### src/rtl/core/hci_h4_packet_deframer_assert.svh
// Assertion macros for the H4 packet deframer.
`ifndef HCI_H4_PACKET_DEFRAMER_ASSERT_SVH
`define HCI_H4_PACKET_DEFRAMER_ASSERT_SVH
`ifndef SYNTHESIS
// ante holds in a cycle, cons holds in that same cycle
`define HH4D_ASSERT_SAME(label, clk, rst_n, ante, cons) \
    label: assert property (@(posedge clk) disable iff (!(rst_n)) (ante) |-> (cons)) \
        else $error("assertion failed: ante |-> cons");
// ante holds in a cycle, cons holds in the next one
`define HH4D_ASSERT_NEXT(label, clk, rst_n, ante, cons) \
    label: assert property (@(posedge clk) disable iff (!(rst_n)) (ante) |=> (cons)) \
        else $error("assertion failed: ante |=> cons");
`else
`define HH4D_ASSERT_SAME(label, clk, rst_n, ante, cons)
`define HH4D_ASSERT_NEXT(label, clk, rst_n, ante, cons)
`endif
`endif

### src/rtl/core/hh4d_pkg.sv
// Shared types and constants of the H4 packet deframer.
package hh4d_pkg;

    localparam int CFG_ADDR_W = 1;
    localparam int CFG_DATA_W = 16;

    localparam logic [CFG_ADDR_W-1:0] CFG_TIMEOUT_LIMIT   = 1'b0;
    localparam logic [CFG_ADDR_W-1:0] CFG_MAX_PAYLOAD_LEN = 1'b1;

    localparam logic [15:0] TIMEOUT_LIMIT_RST   = 16'hFFFF;
    localparam logic [15:0] MAX_PAYLOAD_LEN_RST = 16'd1021;
    localparam logic [15:0] IDLE_TICKS_MAX      = 16'hFFFF;

    localparam logic [2:0] ACL_HEADER_BYTES   = 3'd4;
    localparam logic [2:0] EVENT_HEADER_BYTES = 3'd2;

    localparam logic [7:0] H4_TYPE_ACL   = 8'h02;
    localparam logic [7:0] H4_TYPE_EVENT = 8'h04;

    localparam logic KIND_BYTE = 1'b0;
    localparam logic KIND_IDLE = 1'b1;

    typedef enum logic [1:0] {
        PH_HUNT    = 2'd0,
        PH_HEADER  = 2'd1,
        PH_PAYLOAD = 2'd2
    } t_phase;

    typedef enum logic [1:0] {
        ST_DATA     = 2'd0,
        ST_TIMEOUT  = 2'd1,
        ST_TOO_LONG = 2'd2
    } t_status;

    typedef struct packed {
        logic [7:0] data_byte;
        logic       frame_type;
        logic       first_byte;
        logic       last_byte;
        t_status    status;
    } t_result;

endpackage

### src/rtl/core/hh4d_parser.sv
// Framing state machine: type hunt, header, payload, idle timeout.
module hh4d_parser (
    input  logic                              i_clk,
    input  logic                              i_rst_n,
    input  logic                              i_cfg_we,
    input  logic [hh4d_pkg::CFG_ADDR_W-1:0]   i_cfg_addr,
    input  logic [hh4d_pkg::CFG_DATA_W-1:0]   i_cfg_wdata,
    input  logic                              i_take,
    input  logic                              i_kind,
    input  logic [7:0]                        i_rx_byte,
    output logic                              o_res_valid,
    output hh4d_pkg::t_result                 o_res
);

    logic [15:0]      r_timeout_limit;
    logic [15:0]      r_max_payload_len;

    hh4d_pkg::t_phase r_phase,             n_phase;
    logic             r_type_is_event,     n_type_is_event;
    logic [2:0]       r_header_count,      n_header_count;
    logic [7:0]       r_length_low,        n_length_low;
    logic [15:0]      r_payload_remaining, n_payload_remaining;
    logic [15:0]      r_idle_ticks,        n_idle_ticks;

    logic [2:0]       w_hdr_bytes;
    logic [2:0]       w_hc_inc;
    logic [15:0]      w_len;
    logic [15:0]      w_rem_dec;
    logic [15:0]      w_idle_inc;

    always_ff @(posedge i_clk) begin
        if (!i_rst_n) begin
            r_timeout_limit   <= hh4d_pkg::TIMEOUT_LIMIT_RST;
            r_max_payload_len <= hh4d_pkg::MAX_PAYLOAD_LEN_RST;
        end else if (i_cfg_we) begin
            unique case (i_cfg_addr)
                hh4d_pkg::CFG_TIMEOUT_LIMIT:   r_timeout_limit   <= i_cfg_wdata;
                hh4d_pkg::CFG_MAX_PAYLOAD_LEN: r_max_payload_len <= i_cfg_wdata;
                default: ;
            endcase
        end
    end

    always_ff @(posedge i_clk) begin
        if (!i_rst_n) begin
            r_phase             <= hh4d_pkg::PH_HUNT;
            r_type_is_event     <= 1'b0;
            r_header_count      <= 3'd0;
            r_length_low        <= 8'd0;
            r_payload_remaining <= 16'd0;
            r_idle_ticks        <= 16'd0;
        end else begin
            r_phase             <= n_phase;
            r_type_is_event     <= n_type_is_event;
            r_header_count      <= n_header_count;
            r_length_low        <= n_length_low;
            r_payload_remaining <= n_payload_remaining;
            r_idle_ticks        <= n_idle_ticks;
        end
    end

    assign w_hdr_bytes = r_type_is_event ? hh4d_pkg::EVENT_HEADER_BYTES
                                         : hh4d_pkg::ACL_HEADER_BYTES;
    assign w_hc_inc    = r_header_count + 3'd1;
    // event length is one byte; ACL length is little-endian over two bytes
    assign w_len       = r_type_is_event ? {8'h00, i_rx_byte} : {i_rx_byte, r_length_low};
    assign w_rem_dec   = (r_payload_remaining != 16'd0) ? r_payload_remaining - 16'd1
                                                        : 16'd0;
    assign w_idle_inc  = (r_idle_ticks != hh4d_pkg::IDLE_TICKS_MAX) ? r_idle_ticks + 16'd1
                                                                   : r_idle_ticks;

    always_comb begin
        n_phase             = r_phase;
        n_type_is_event     = r_type_is_event;
        n_header_count      = r_header_count;
        n_length_low        = r_length_low;
        n_payload_remaining = r_payload_remaining;
        n_idle_ticks        = r_idle_ticks;
        o_res_valid         = 1'b0;
        o_res.data_byte     = 8'd0;
        o_res.frame_type    = r_type_is_event;
        o_res.first_byte    = 1'b0;
        o_res.last_byte     = 1'b0;
        o_res.status        = hh4d_pkg::ST_DATA;

        if (i_take) begin
            if (i_kind == hh4d_pkg::KIND_IDLE) begin
                if (r_phase != hh4d_pkg::PH_HUNT) begin
                    n_idle_ticks = w_idle_inc;
                    if (w_idle_inc >= r_timeout_limit) begin
                        o_res_valid  = 1'b1;
                        o_res.status = hh4d_pkg::ST_TIMEOUT;
                        n_phase      = hh4d_pkg::PH_HUNT;
                    end
                end
            end else begin
                unique case (r_phase)
                    hh4d_pkg::PH_HEADER: begin
                        if (!r_type_is_event && r_header_count == (w_hdr_bytes - 3'd2)) begin
                            n_length_low = i_rx_byte;
                        end
                        n_header_count = w_hc_inc;
                        o_res_valid    = 1'b1;
                        if (w_hc_inc < w_hdr_bytes) begin
                            o_res.data_byte  = i_rx_byte;
                            o_res.first_byte = (r_header_count == 3'd0);
                        end else begin
                            n_idle_ticks = 16'd0;
                            if (w_len > r_max_payload_len) begin
                                o_res.status = hh4d_pkg::ST_TOO_LONG;
                                n_phase      = hh4d_pkg::PH_HUNT;
                            end else begin
                                o_res.data_byte  = i_rx_byte;
                                o_res.first_byte = (r_header_count == 3'd0);
                                if (w_len == 16'd0) begin
                                    o_res.last_byte = 1'b1;
                                    n_phase         = hh4d_pkg::PH_HUNT;
                                end else begin
                                    n_payload_remaining = w_len;
                                    n_phase             = hh4d_pkg::PH_PAYLOAD;
                                end
                            end
                        end
                    end
                    hh4d_pkg::PH_PAYLOAD: begin
                        n_payload_remaining = w_rem_dec;
                        o_res_valid         = 1'b1;
                        o_res.data_byte     = i_rx_byte;
                        if (w_rem_dec == 16'd0) begin
                            o_res.last_byte = 1'b1;
                            n_phase         = hh4d_pkg::PH_HUNT;
                        end
                    end
                    default: begin
                        // hunting: drop everything but a known type byte
                        n_phase = hh4d_pkg::PH_HUNT;
                        if (i_rx_byte == hh4d_pkg::H4_TYPE_ACL ||
                            i_rx_byte == hh4d_pkg::H4_TYPE_EVENT) begin
                            n_type_is_event     = (i_rx_byte == hh4d_pkg::H4_TYPE_EVENT);
                            n_header_count      = 3'd0;
                            n_length_low        = 8'd0;
                            n_payload_remaining = 16'd0;
                            n_idle_ticks        = 16'd0;
                            n_phase             = hh4d_pkg::PH_HEADER;
                        end
                    end
                endcase
            end
        end
    end

endmodule

### src/rtl/core/hh4d_out_buf.sv
// Result register with one skid entry behind it.
module hh4d_out_buf (
    input  logic              i_clk,
    input  logic              i_rst_n,
    input  logic              i_push,
    input  hh4d_pkg::t_result i_res,
    input  logic              i_stall,
    output logic              o_valid,
    output hh4d_pkg::t_result o_res,
    output logic              o_full
);

    logic              r_main_valid, n_main_valid;
    logic              r_skid_valid, n_skid_valid;
    hh4d_pkg::t_result r_main,       n_main;
    hh4d_pkg::t_result r_skid,       n_skid;
    logic              w_slot_free;

    assign w_slot_free = !r_main_valid || !i_stall;

    always_comb begin
        n_main_valid = r_main_valid;
        n_skid_valid = r_skid_valid;
        n_main       = r_main;
        n_skid       = r_skid;
        if (w_slot_free) begin
            if (r_skid_valid) begin
                // skid full means no push this cycle
                n_main       = r_skid;
                n_main_valid = 1'b1;
                n_skid_valid = 1'b0;
            end else begin
                n_main       = i_res;
                n_main_valid = i_push;
            end
        end else if (i_push) begin
            n_skid       = i_res;
            n_skid_valid = 1'b1;
        end
    end

    always_ff @(posedge i_clk) begin
        if (!i_rst_n) begin
            r_main_valid <= 1'b0;
            r_skid_valid <= 1'b0;
        end else begin
            r_main_valid <= n_main_valid;
            r_skid_valid <= n_skid_valid;
        end
    end

    always_ff @(posedge i_clk) begin
        r_main <= n_main;
        r_skid <= n_skid;
    end

    assign o_valid = r_main_valid;
    assign o_res   = r_main;
    assign o_full  = r_skid_valid;

endmodule

### src/rtl/core/hci_h4_packet_deframer.sv
// H4 packet deframer top level: parser plus output buffering.
//
// Input channel (i_in_valid / o_in_stall): one request per cycle, either a
// received UART byte (i_kind = 0, i_rx_byte) or an idle tick (i_kind = 1).
// Output channel (o_out_valid / i_out_stall): header and payload bytes with
// packet type and first/last marks, or an abort record (o_status 1 = idle
// timeout, 2 = length above the limit).
// Config: i_cfg_we writes i_cfg_wdata to register i_cfg_addr
// (0 = timeout_limit, 1 = max_payload_len); write only while idle.
// Each result is registered in the result register, or in the skid entry.
// Throughput: one request per cycle if not stalled; the whole state update
// is a single combinational pass from the request into the result register.
// Stall: a held result keeps its register; one more result goes into a skid
// entry, and o_in_stall is high while that entry is occupied.
// Reset (synchronous, active low): hunting for a type byte, no result held,
// timeout_limit = 65535, max_payload_len = 1021.
`include "hci_h4_packet_deframer_assert.svh"
module hci_h4_packet_deframer (
    input  logic                            i_clk,
    input  logic                            i_rst_n,
    input  logic                            i_cfg_we,
    input  logic [hh4d_pkg::CFG_ADDR_W-1:0] i_cfg_addr,
    input  logic [hh4d_pkg::CFG_DATA_W-1:0] i_cfg_wdata,
    input  logic                            i_in_valid,
    output logic                            o_in_stall,
    input  logic                            i_kind,
    input  logic [7:0]                      i_rx_byte,
    output logic                            o_out_valid,
    input  logic                            i_out_stall,
    output logic [7:0]                      o_data_byte,
    output logic                            o_frame_type,
    output logic                            o_first_byte,
    output logic                            o_last_byte,
    output logic [1:0]                      o_status
);

    logic              w_take;
    logic              w_res_valid;
    logic              w_full;
    hh4d_pkg::t_result w_res;
    hh4d_pkg::t_result w_out;

    assign w_take     = i_in_valid && !w_full;
    assign o_in_stall = w_full;

    hh4d_parser u_parser (
        .i_clk       (i_clk),
        .i_rst_n     (i_rst_n),
        .i_cfg_we    (i_cfg_we),
        .i_cfg_addr  (i_cfg_addr),
        .i_cfg_wdata (i_cfg_wdata),
        .i_take      (w_take),
        .i_kind      (i_kind),
        .i_rx_byte   (i_rx_byte),
        .o_res_valid (w_res_valid),
        .o_res       (w_res)
    );

    hh4d_out_buf u_out_buf (
        .i_clk   (i_clk),
        .i_rst_n (i_rst_n),
        .i_push  (w_res_valid),
        .i_res   (w_res),
        .i_stall (i_out_stall),
        .o_valid (o_out_valid),
        .o_res   (w_out),
        .o_full  (w_full)
    );

    assign o_data_byte  = w_out.data_byte;
    assign o_frame_type = w_out.frame_type;
    assign o_first_byte = w_out.first_byte;
    assign o_last_byte  = w_out.last_byte;
    assign o_status     = w_out.status;

    // skid entry only fills behind a held result
    `HH4D_ASSERT_SAME(a_skid_behind_main, i_clk, i_rst_n, o_in_stall, o_out_valid)
    // abort records carry no byte and no marks
    `HH4D_ASSERT_SAME(a_abort_clean, i_clk, i_rst_n,
        o_out_valid && o_status != hh4d_pkg::ST_DATA,
        o_data_byte == 8'd0 && !o_first_byte && !o_last_byte)
    // a packet byte is never both first and last
    `HH4D_ASSERT_SAME(a_first_not_last, i_clk, i_rst_n, o_out_valid,
        !(o_first_byte && o_last_byte))
    // a full skid entry takes no request, so it moves up next cycle if drained
    `HH4D_ASSERT_NEXT(a_skid_drains, i_clk, i_rst_n, o_in_stall && !i_out_stall,
        o_out_valid && !o_in_stall)

endmodule
### config.mk
export PLATFORM = sky130hd
export DESIGN_NAME = hci_h4_packet_deframer
export DESIGN_NICKNAME = d
export VERILOG_FILES = /design/src/rtl/core/hh4d_pkg.sv /design/src/rtl/core/hh4d_parser.sv /design/src/rtl/core/hh4d_out_buf.sv /design/src/rtl/core/hci_h4_packet_deframer.sv
export VERILOG_INCLUDE_DIRS = /design/src /design/src/rtl/core
export SDC_FILE = /design/constraint.sdc
export NUM_CORES = 1
export LEC_CHECK = 0
export BUFFER_PORTS_ARGS = -buffer_cell sky130_fd_sc_hd__buf_2
export CORE_MARGIN = 4
export CORE_UTILIZATION = 66
export CTS_CLUSTER_DIAMETER = 30
export DETAILED_ROUTE_END_ITERATION = 7
export GPL_TIMING_DRIVEN = 0
export PLACE_DENSITY = 0.95
export SYNTH_ARGS = -nofsm -noshare
export SYNTH_HDL_FRONTEND = slang
export SYNTH_SLANG_ARGS = --single-unit
### constraint.sdc
create_clock -name i_clk -period 7.35 [get_ports i_clk]
set_clock_uncertainty 0.1 [all_clocks]
set_input_delay 1.47 -clock i_clk [delete_from_list [all_inputs] [get_ports i_clk]]
set_output_delay 1.47 -clock i_clk [all_outputs]
set_load 0.05 [all_outputs]
Yosys cells after proc, flatten, opt, wreduce, memory -nomap -nowiden
Cells that the tools add are included.
Storage, ports and cells
  register bits after elaboration: 106
  latch bits: 0
  bits in writable memories: 0
  ROM bits: 0
  input port bits: 31
  memories kept: 0
Operators by class
  $add $sub $neg: 4
  $mul: 0
  div/mod/pow operators: 0
  $lt $le $gt $ge: 3
  equality and inequality tests: 15
  shift-type cells: 0
  muxes and demuxes: 53
  bitwise operators: 6
  reduce and logical (&&, ||, !) cells: 27
Operators by type and width (count)
  $mux W16: 10
  $pmux W16 S2: 2
  $mux W8: 6
  $logic_not A16 Y1: 2
  $pmux W8 S2: 2
  $mux W2: 13
  $add A16 B1 Y16 const B: 1
  $ge A16 B16 Y1: 1
  $gt A16 B16 Y1: 1
  $ne A16 B16 Y1 const B: 1
  $reduce_bool A16 Y1: 1
  $sub A16 B1 Y16 const B: 1
  $reduce_and A5 Y1: 3
  $mux W13: 1
  $mux W1: 12
  $mux W3: 3
  $eq A8 B2 Y1 const B: 1
  $eq A8 B3 Y1 const B: 1
  $ne A2 B2 Y1 const B: 4
  $reduce_and A4 Y1: 2
  $ne A2 B1 Y1 const B: 3
  $not A1 Y1: 6
  $pmux W3 S2: 1
  $reduce_and A2 Y1: 3
  19 further kinds: 27

Longest topological paths before layout
Gate-level depths: netlist (run 1).
  depth after elaboration: 9
  gate-level depth with buffers: 17

By module
A second synthesis (run 1) with hierarchy kept.
Unflattened totals
  cells, all modules: 710
  area total of the unflattened synthesis: 6253.5 sq um
By module, submodules not included
  hh4d_parser: instances 1, cells an instance 662, area an instance 5225.0 sq um
  hh4d_out_buf: instances 1, cells an instance 47, area an instance 1014.7 sq um
  hci_h4_packet_deframer: instances 1, cells an instance 1, area an instance 13.8 sq um

Least setup slack after synthesis (run 1)
Ideal clock, no wire load.
  path type: input port to flip-flop
  start: in i_rx_byte[1]
  end: reg u_parser.r_payload_remaining[4]
  setup time: 0.122 ns
  arrival time: 3.894 ns
  required time: 7.128 ns
  setup slack: 3.234 ns
  cell stages on the path: 11
  buffers on the path: 2
  cell sequence: clkbuf_1 > mux2_2 > ha_1 > nor2b_1 > o211ai_1 > a2111oi_0 > o41ai_2 > a21oi_1 > o21a_1 > buf_2 > a221o_1
Between the ends
  word-level cells in the longest chain between the ends: 4
Ends and longest elaborated chain
  start, declared: RTL line hci_h4_packet_deframer.sv:27  | input logic [7:0] i_rx_byte,
  $mux W16, or another cell as far along: RTL line hh4d_parser.sv:66  | assign w_len = r_type_is_event ? {8'h00, i_rx_byte} : {i_rx_byte, r_length_low};
  $gt A16 B16 Y1, or another cell as far along: RTL line hh4d_parser.sv:109  | if (w_len > r_max_payload_len) begin
  $ne A2 B2 Y1 (no line) or $reduce_bool A3 Y1 (tied branches)
  $reduce_and A6 Y1 (no line) (*)
  end signal, assigned: RTL line hh4d_parser.sv:57  | r_payload_remaining <= n_payload_remaining;
  end, declared: RTL line hh4d_parser.sv:22  | logic [15:0] r_payload_remaining, n_payload_remaining;
Every way passes the cells marked *; elsewhere a longest branch is shown, timed or not.
A chain may end at the register's enable or synchronous reset.

Worst setup path after layout (run 1)
  start: reg u_parser.r_idle_ticks[4]
  end: reg u_out_buf.r_skid[9] (netlist bit), enable pin
Between the ends
  word-level cells in the longest chain between the ends: 8
Ends and longest elaborated chain
  start, declared: RTL line hh4d_parser.sv:23  | logic [15:0] r_idle_ticks, n_idle_ticks;
  start signal, assigned: RTL line hh4d_parser.sv:58  | r_idle_ticks <= n_idle_ticks;
  $add A16 B1 Y16 or $ne A16 B16 Y1 (tied branches): RTL line hh4d_parser.sv:69  | assign w_idle_inc = (r_idle_ticks != hh4d_pkg::IDLE_TICKS_MAX) ? r_idle_ticks + 16'd1
  $mux W16 (*): RTL line hh4d_parser.sv:69
  $ge A16 B16 Y1 (*): RTL line hh4d_parser.sv:90  | if (w_idle_inc >= r_timeout_limit) begin
  $mux W1 (*): RTL line hh4d_parser.sv:90
  $mux W1 (*): RTL line hh4d_parser.sv:88  | if (r_phase != hh4d_pkg::PH_HUNT) begin
  $mux W1 (*): RTL line hh4d_parser.sv:87  | if (i_kind == hh4d_pkg::KIND_IDLE) begin
  $mux W1 (*): RTL line hh4d_parser.sv:86  | if (i_take) begin
  $reduce_and A2 Y1 (no line) (*)
  end signal, assigned: RTL line hh4d_out_buf.sv:54  | r_skid <= n_skid;
  end, declared: RTL line hh4d_out_buf.sv:16  | hh4d_pkg::t_result r_skid, n_skid;
Marks and branches as above.

==> results of run 1 <==
==> worst min-delay path by stage <==
stage                                              start                             end  slack (ns)  cells after the start
after CTS                 u_parser.r_max_payload_len[13]  u_parser.r_max_payload_len[13]        0.36                      2
after global routing      u_parser.r_max_payload_len[14]  u_parser.r_max_payload_len[14]        0.41                      2
after global placement    u_parser.r_max_payload_len[15]  u_parser.r_max_payload_len[15]        0.35                      2
after detailed placement  u_parser.r_max_payload_len[13]  u_parser.r_max_payload_len[13]        0.35                      2
after floorplan           u_parser.r_max_payload_len[10]  u_parser.r_max_payload_len[10]        0.34                      2
final                     u_parser.r_max_payload_len[13]  u_parser.r_max_payload_len[13]        0.37                      2
==> critical path: stages (launching register included) <==
cell and delay, ns:
dfxtp_1 0.32, buf_2 0.17, and4_4 0.27, nand4_4 0.15, or4_4 0.56, and4_4 0.23, and3_1 0.22, xor2_1 0.16
ha_1 0.31, a21oi_1 0.07, o21ai_0 0.14, nor2b_1 0.15, a311o_1 0.16, and2_0 0.14, clkbuf_1 0.29, nor2_1 0.11
nor2_1 0.77
==> routing by layer <==
| layer | global-route usage (%) | part of all wire [%] | routed length (um) |
|---|---|---|---|
| met4 | 13.6 | 4.2 | 715 |
| met1 | 39.8 | 39 | 6570 |
| met5 | 0 | 0 | 0 |
| met3 | 6.06 | 11 | 1910 |
| met2 | 49.7 | 46 | 7780 |
==> area by class of cell <==
| type | instances | area share [%] |
|---|---|---|
| Multi-Input combinational cell | 520 | 51.5 |
| Timing Repair Buffer | 43 | 3.14 |
| Clock buffer | 10 | 1.88 |
| Clock inverter | 6 | 0.840 |
| Sequential cell | 106 | 34.8 |
| Inverter | 45 | 2.47 |
| Buffer | 48 | 3.03 |
| Tap cell | 129 | 2.36 |
==> flip-flops by register name, indices dropped and copies added, names as in the netlist <==
| register | cells |
|---|---|
| u_parser.r_type_is_event | 1 |
| u_out_buf.o_full | 1 |
| u_parser.r_idle_ticks | 16 |
| u_parser.r_timeout_limit | 16 |
| u_out_buf.o_valid | 1 |
| u_out_buf.o_res | 13 |
| u_parser.r_payload_remaining | 16 |
| u_parser.r_length_low | 8 |
| u_parser.r_max_payload_len | 16 |
| u_parser.r_phase | 2 |
| u_parser.r_header_count | 3 |
| u_out_buf.r_skid | 13 |
==> metrics by stage <==
step	instances	power, mW	hold WS [ns]	cell area (um^2)	setup slack (ns)
final	907	1.04	0.366	6850	2.65
after global routing	907	1.08	0.407	6850	2.37
after CTS	907	1.04	0.365	6850	2.73
after detailed placement	891	0.698	0.348	6660	2.45
after global placement	891	0.693	0.347	6660	2.61
after floorplan	719	0.667	0.336	6280	3.23
==> kinds of logic after synthesis <==
family / synth area share, %
xor gates and xnor gates: 2.37
AOI/OAI and AO/OA: 21.1
buffers and inverters: 5.99
adders and majority gates: 7.96
and+or+nand+nor: 22.5
muxes: 2.15
DFF: 37.9
==> where the power goes <==
group,switching (mW),internal (mW),total (mW)
Sequential,0.00376,0.604,0.608
Clock,0.222,0.134,0.356
Combinational,0.0533,0.0275,0.0807
Total,0.279,0.766,1.04
==> cell usage after synthesis (15+ instances only) <==
master / count
nor2_1: 36
and3_1: 15
dfxtp_1: 80
edfxtp_1: 26
nor2b_1: 15
nand3_1: 18
nand2b_1: 17
nand2_1: 82
clkbuf_1: 35
a21oi_1: 46
inv_1: 45
ha_1: 40
o211ai_1: 31
o21ai_0: 15
nor3_1: 25
==> layout by cell type, fill, tap and decap left out, types with 25 or more instances in the layout <==
| cell | instances |
|---|---|
| nand2_1 | 82 |
| dfxtp_1 | 80 |
| buf_2 | 50 |
| a21oi_1 | 46 |
| inv_1 | 45 |
| ha_1 | 40 |
| nor2_1 | 36 |
| clkbuf_1 | 35 |
| o211ai_1 | 31 |
| edfxtp_1 | 26 |
| nor3_1 | 25 |
==> results.py, run 1 <==
metrics = {
    "outcome": {
        "run_status": "finished clean",
    },
    "routing": {
        "ant_nets": 0,
        "vias": 6042,
        "first_iter_violations": 675,
        "post_drt_wl_per_cell_um": 18.7,
        "dr.pass1.iters": 7,
        "drc": 0,
        "via_per_inst": 6.66,
        "routed_wirelength_um": 17000,
    },
    "sta": {
        "finalCriticalPeriod_ns": 4.70,
        "tns_ns": 0,
        "drv_slew": 0,
        "setup_viol": 0,
        "tightest_slew_ns": 1.01,
        "rsz0062_at_grt": "false",
        "max_freq_mhz": 213,
        "hold_viol_final": 0,
        "slew_headroom_pct": 32.6,
        "post-route-period-util_pct": 63.9,
    },
    "placement": {
        "io_buffers": 43,
        "place_congestion": 0.937,
        "hpwl_um": 12500,
    },
    "setup_path": {
        "crit_type": "reg2reg",
        "crit_fanout": 13,
        "crit-reg2reg-launch": "u_parser.r_idle_ticks[4]",
        "ff2ff_setup_slack_ns": 2.65,
        "reg2reg_depth": 16,
        "crit_required_ns": 7.25,
        "cp-end-kind": "flop",
        "r2r_end": "u_out_buf.r_skid[9]",
        "start_kind": "flop",
        "cp-endpoint": "u_out_buf.r_skid[9]",
        "startpoint": "u_parser.r_idle_ticks[4]",
        "arrival_ns": 4.60,
    },
    "synth": {
        "synth_top_area_cell": "dfxtp_1",
        "yosysWarningCount": 0,
        "async_reset_ff_share_pct": 0,
        "synth_cells": 719,
        "synthDistinctLibCells": 75,
        "synth.area.top_cells": "dfxtp_1, edfxtp_1, ha_1, nand2_1, o211ai_1",
        "synth-edff-count": 26,
        "ys.flop_type": "dfxtp_1",
        "avgSynthCellArea_um2": 8.74,
        "netlist_area_um2": 6280,
        "synth.top_cell.area_share_pct": 25.5,
        "ys_seq_elements": 106,
        "syn_nets": 790,
        "seq_area_frac_synth_pct": 37.9,
    },
    "global_route": {
        "overflow": 0,
        "gr-usage-all-layers_pct": 30.7,
        "first_global_vias": 5729,
        "grt_max_degree": 20,
        "grt_pass1_wl_um": 27900,
        "antenna_found_initial": 0,
    },
    "clock_tree": {
        "cts_hold_buf": 0,
        "cts.sinks": 106,
        "postCtsSetupRepairBufs": 0,
        "clk_pin_slew_ns": 0.12,
        "htreeDepth": 3,
        "insertion_delay_ns": 0.38,
        "cts-buffers-inserted": 9,
        "post_cts_resize_count": 0,
        "cts-root-buf": "clkbuf_8",
        "cts_tree": "done",
        "cts_max_path_buffers": 2,
    },
    "cells_and_area": {
        "final_util_pct": 74.1,
        "fillCellCount": 637,
        "drive_gt1_share_pct": 12.6,
        "syn2layout_area_growth_pct": 8.96,
        "multi_input_area_um2": 3530,
        "regArea_um2": 2380,
        "diodes": 0,
        "nets": 844,
    },
    "job": {
        "drv_cap": 0,
    },
    "pwr": {
        "vdd_ir_drop_max_v": 0.0000999,
        "p_per_area_nw_per_um2": 153,
        "power_leakage_nw": 3.06,
    },
    "floorplanning": {
        "die_x_um": 106,
        "dieArea_um2": 11100,
        "core_um2": 9240,
        "start_util_pct": 68.0,
        "ios": 46,
        "die_y_um": 106,
        "num_rows": 35,
    },
    "worst_hold_path": {
        "hp-class": "reg2reg",
    },
}
Note: power is estimated with default switching activity, not from simulation.
==> run 2: changes to the inputs <==
Settings changed: CORE_UTILIZATION 66 to 55, PLACE_DENSITY 0.95 to 0.88.
Clock period 7.35 ns to 3.9 ns, I/O delays scaled along.
==> run 2 against run 1 <==
Net effect: sequential cell count unchanged; critical path depth decreased by 2; first-iteration DRC count decreased by 5.5%; non-clock buffer count increased by 7; maximum frequency increased by 21%; utilization decreased by 9.5 points; global-route usage decreased by 4.7 points; final cell count increased by 2.0%; die area increased by 18%; combinational power increased by 97%; sequential power increased by 87%; setup slack got worse by 2.6 ns; largest power group unchanged.
==> results.py, run 2 (synthesis results as in run 1) <==
metrics = {
    "outcome": {
        "run_status": "finished clean",
    },
    "placement": {
        "io_buffers": 43,
        "place_congestion": 0.955,
        "hpwl_um": 11900,
        "place_area_um2": 6680,
    },
    "routing": {
        "vias": 5933,
        "dr.pass1.iters": 7,
        "via_per_inst": 6.41,
        "drc": 0,
        "routed_wirelength_um": 17100,
        "ant_nets": 0,
        "first_iter_violations": 638,
        "post_drt_wl_per_cell_um": 18.5,
    },
    "global_route": {
        "first_global_vias": 5518,
        "grt_pass1_wl_um": 27600,
        "antenna_found_initial": 0,
        "gr-usage-all-layers_pct": 26.0,
        "overflow": 0,
        "grt_max_degree": 21,
    },
    "cells_and_area": {
        "design_area_um2": 7130,
        "drive_gt1_share_pct": 15.4,
        "syn2layout_area_growth_pct": 13.4,
        "diodes": 0,
        "final_cell_mix": "nand2_1, dfxtp_1, buf_2",
        "layout_commonest_cell": "nand2_1",
        "nets": 851,
    },
    "worst_hold_path": {
        "hp-class": "reg2reg",
        "hold_depth": 2,
    },
    "sta": {
        "tightest_slew_ns": 0.809,
        "post-route-period-util_pct": 99.5,
        "drv_slew": 0,
        "finalCriticalPeriod_ns": 3.88,
        "setup_viol": 0,
        "max_freq_mhz": 258,
        "hold_viol_final": 0,
        "slew_headroom_pct": 45.3,
    },
    "clock_tree": {
        "clk_pin_slew_ns": 0.08,
        "cts_hold_buf": 0,
        "cts-root-buf": "clkbuf_16",
        "cts.sinks": 106,
        "htreeDepth": 3,
        "insertion_delay_ns": 0.36,
        "cts-buffers-inserted": 9,
        "cts_max_path_buffers": 2,
        "cts_tree": "done",
    },
    "job": {
        "drv_cap": 0,
    },
    "setup_path": {
        "crit_type": "reg2reg",
        "crit_fanout": 10,
        "arrival_ns": 3.90,
        "cp-end-kind": "flop",
        "reg2reg_depth": 14,
        "crit_required_ns": 3.93,
        "start_kind": "flop",
    },
    "floorplanning": {
        "die_y_um": 115,
        "num_rows": 38,
        "dieArea_um2": 13200,
        "die_x_um": 115,
        "start_util_pct": 57.0,
        "core_um2": 11000,
        "ios": 46,
    },
    "pwr": {
        "p_per_area_nw_per_um2": 310,
        "vdd_ir_drop_max_v": 0.000277,
        "p_total_mw": 2.21,
        "power_leakage_nw": 3.17,
    },
}
[run 2: final timing paths]
path / end / slack, ns / from
min reg2reg: u_parser.r_max_payload_len[15] / 0.36 / u_parser.r_max_payload_len[15]
max reg2reg: u_out_buf.r_skid[10] / 0.02 / u_parser.r_idle_ticks[4]
min: u_parser.r_max_payload_len[15] / 0.36 / u_parser.r_max_payload_len[15]
max: u_out_buf.r_skid[10] / 0.02 / u_parser.r_idle_ticks[4]
[run 2: metrics by stage]
| stage | hold WS [ns] | setup TNS (ns) | cells | setup WS, ns | util, % |
|---|---|---|---|---|---|
| 2_1_floorplan | 0.336 | 0 | 719 | 0.119 | - |
| 3_3_place_gp | 0.343 | -5.78 | 902 | -0.326 | 60.5 |
| 3_5_place_dp | 0.348 | -9.38 | 902 | -0.353 | 60.5 |
| 4_1_cts | 0.360 | 0 | 919 | 0.0118 | 63.7 |
| 5_1_grt | 0.378 | -1.02 | 925 | -0.0899 | 64.6 |
| 6_report | 0.356 | 0 | 925 | 0.0213 | 64.6 |
[run 2: final cells by class]
type,instances,area [um^2]
flip-flops and latches,106,2390
multi-input cells,520,3580
plain buffers,47,219
clock inverters,7,63.8
inverters,45,169
fillers,838,3900
repair buffers,51,305
clock buffers,9,225
well taps,140,175
[run 2: metal layers]
layer / GRT usage (%) / vias to the layer above / share of wire, %
li1: - / 2765 / -
met3: 5.11 / 65 / 9.5
met5: 0 / - / 0
met2: 41.4 / 347 / 46
met4: 10.3 / 0 / 4.0
met1: 34.9 / 2756 / 41
[run 2: critical path: stages, from the launching register on]
cell	delay, ns
dfxtp_1	0.33
buf_6	0.12
and4_4	0.23
nand4_4	0.13
or4_4	0.53
buf_6	0.17
mux2_4	0.30
ha_1	0.31
a211oi_1	0.28
o211ai_1	0.16
a311o_1	0.40
and2_4	0.21
nor2_4	0.12
nor2_4	0.07
clkbuf_16	0.19
[run 2: timing repair]
item                       CTS  global route
buffers inserted             2             5
pin swaps                    2             5
gates cloned                 0             1
setup endpoints to repair   39            45
resized for setup           13            18
[run 2: report_power, final]
| part | total, mW | internal (mW) | switching, mW |
|---|---|---|---|
| combinational | 0.159 | 0.0563 | 0.103 |
| sequential | 1.14 | 1.14 | 0.00647 |
| clock | 0.909 | 0.453 | 0.456 |
| total | 2.21 | 1.65 | 0.566 |
==> run 3: changes to the inputs <==
Settings changed: GPL_TIMING_DRIVEN 0 to default.
==> run 3 against run 2 <==
Net effect: sequential share of layout area up 0.29 points; clock-buffer cell count up 2; sequential power about the same; setup slack better by 0.084 ns; combinational power down 3%; register-to-register slack better by 0.08 ns; critical path type unchanged.
==> results.py, run 3 (synthesis results as in run 1) <==
metrics = {
    "clock_tree": {
        "clk_pin_slew_ns": 0.07,
        "cts-buffers-inserted": 9,
        "insertion_delay_ns": 0.36,
        "cts_tree": "done",
        "htreeDepth": 3,
        "cts-root-buf": "clkbuf_16",
        "cts_max_path_buffers": 2,
        "cts_hold_buf": 0,
        "cts.sinks": 106,
    },
    "sta": {
        "hold_viol_final": 0,
        "slew_headroom_pct": 27.3,
        "post-route-period-util_pct": 97.3,
        "finalCriticalPeriod_ns": 3.79,
        "drv_slew": 0,
        "tightest_slew_ns": 1.09,
        "setup_viol": 0,
        "max_freq_mhz": 264,
    },
    "routing": {
        "via_per_inst": 6.43,
        "drc": 0,
        "vias": 5790,
        "routed_wirelength_um": 16800,
        "post_drt_wl_per_cell_um": 18.7,
        "first_iter_violations": 751,
        "dr.pass1.iters": 8,
        "ant_nets": 0,
    },
    "setup_path": {
        "arrival_ns": 3.96,
        "cpPeakStageDelay_ns": 0.53,
        "path_cells": "and4_4, nand4_4, or4_4, and4_4, and3_1, xor2_1, ha_1, a21oi_2, o21ai_0, nor2b_1, a311o_1, and2_4, buf_4, nand3b_1, o32ai_2",
        "cp-end-kind": "flop",
        "start_kind": "flop",
        "crit_type": "reg2reg",
        "slowest_stage": "or4_4",
        "crit_fanout": 5,
        "crit_path_frequent_cell": "and4_4",
        "crit_required_ns": 4.07,
    },
    "global_route": {
        "met3_usage_pct": 5.26,
        "grt_pass1_wl_um": 27500,
        "grt_use_met2_pct": 42.1,
        "gr-usage-all-layers_pct": 25.8,
        "grt_max_degree": 40,
        "grtUsageMet1_pct": 33.3,
        "antenna_found_initial": 0,
        "overflow": 0,
        "first_global_vias": 5652,
        "grt.busiest_layer": "met2",
    },
    "floorplanning": {
        "num_rows": 38,
        "die_y_um": 115,
        "dieArea_um2": 13200,
        "die_x_um": 115,
        "ios": 46,
        "core_um2": 11000,
        "start_util_pct": 57.0,
    },
    "cells_and_area": {
        "design_area_um2": 7050,
        "final_cell_mix": "nand2_1, dfxtp_1, inv_1, a21oi_1, buf_2",
        "regArea_um2": 2390,
        "diodes": 0,
        "nets": 826,
        "final_util_pct": 63.9,
        "multi_input_area_um2": 3560,
        "layout_commonest_cell": "nand2_1",
        "fillCellCount": 837,
        "syn2layout_area_growth_pct": 12.1,
        "drive_gt1_share_pct": 16.8,
    },
    "pwr": {
        "p_total_mw": 2.22,
        "vdd_ir_drop_max_v": 0.000258,
        "power_leakage_nw": 3.18,
        "p_per_area_nw_per_um2": 315,
    },
    "placement": {
        "place_area_um2": 6700,
        "hpwl_um": 12100,
        "io_buffers": 45,
        "place_congestion": 1.01,
    },
    "worst_hold_path": {
        "hp-class": "reg2reg",
    },
    "job": {
        "drv_cap": 0,
    },
    "outcome": {
        "run_status": "finished clean",
    },
}
## run 3: cell types whose count changed in the layout (fill, tap and decap cells not counted), moves of 2 or more
| cell | previous run | this run |
|---|---|---|
| clkbuf_1 | 32 | 0 |
| buf_4 | 10 | 27 |
| buf_2 | 48 | 45 |
| inv_8 | 3 | 0 |
| buf_6 | 2 | 0 |
| clkbuf_2 | 2 | 0 |
| dfxtp_1 | 74 | 76 |
| dfxtp_4 | 2 | 0 |
| inv_4 | 2 | 0 |
## run 3: power by group
part / total (mW) / leakage, nW / switching, mW / internal, mW
Combinational: 0.154 / 2.07 / 0.0982 / 0.0558
Clock: 0.923 / 0.152 / 0.426 / 0.497
Sequential: 1.15 / 0.962 / 0.00665 / 1.14
Total: 2.22 / 3.18 / 0.531 / 1.69
## run 3: path summary, 6_finish.rpt
check	start	endpoint	slack (ns)	cells past startpoint
min	u_parser.r_max_payload_len[10]	u_parser.r_max_payload_len[10]	0.36	2
min reg2reg	u_parser.r_max_payload_len[10]	u_parser.r_max_payload_len[10]	0.36	2
max reg2reg	u_parser.r_idle_ticks[7]	u_parser.r_phase[0]	0.11	15
max	u_parser.r_idle_ticks[7]	u_parser.r_phase[0]	0.11	15
## run 3: area by class of cell
type,instances,area share (%)
multi-input cells,520,50.6
flip-flops and latches,106,33.9
repair buffers,73,6.36
clock buffers,11,3.75
well taps,140,2.49
inverters,45,2.40
clock inverters,5,0.568
## run 3: metrics by stage
step                      worst slack [ns]  hold slack, ns  cells  TNS (ns)
after floorplan                      0.119           0.336    719         0
after global placement               0.118           0.348    883         0
after CTS                          0.00566           0.363    899         0
after detailed placement           -0.0504           0.353    883    -0.650
final                                0.105           0.360    900         0
after global routing               -0.0182           0.383    900   -0.0327
## run 3: layer usage
metal,share of wire [%],vias to the layer above
met2,47,330
met4,2.6,0
met1,41,2697
met5,0,-
met3,9.4,45
li1,-,2718
## run 3: what timing repair did
action / CTS / global route
buffers inserted: 0 / 1
setup endpoints to repair: 14 / 18
gates resized for setup: 4 / 7
pin swaps: 0 / 2
## run 3: critical path: cells and delay by family, from the launching register on
family                     cells  cell delay [ns]
AOI/OAI and AO/OA              4             0.77
xor gates and xnor gates       1             0.16
adders and majority gates      1             0.32
buffers and inverters          1             0.15
DFF                            1             0.34
and+or+nand+nor                8             1.88
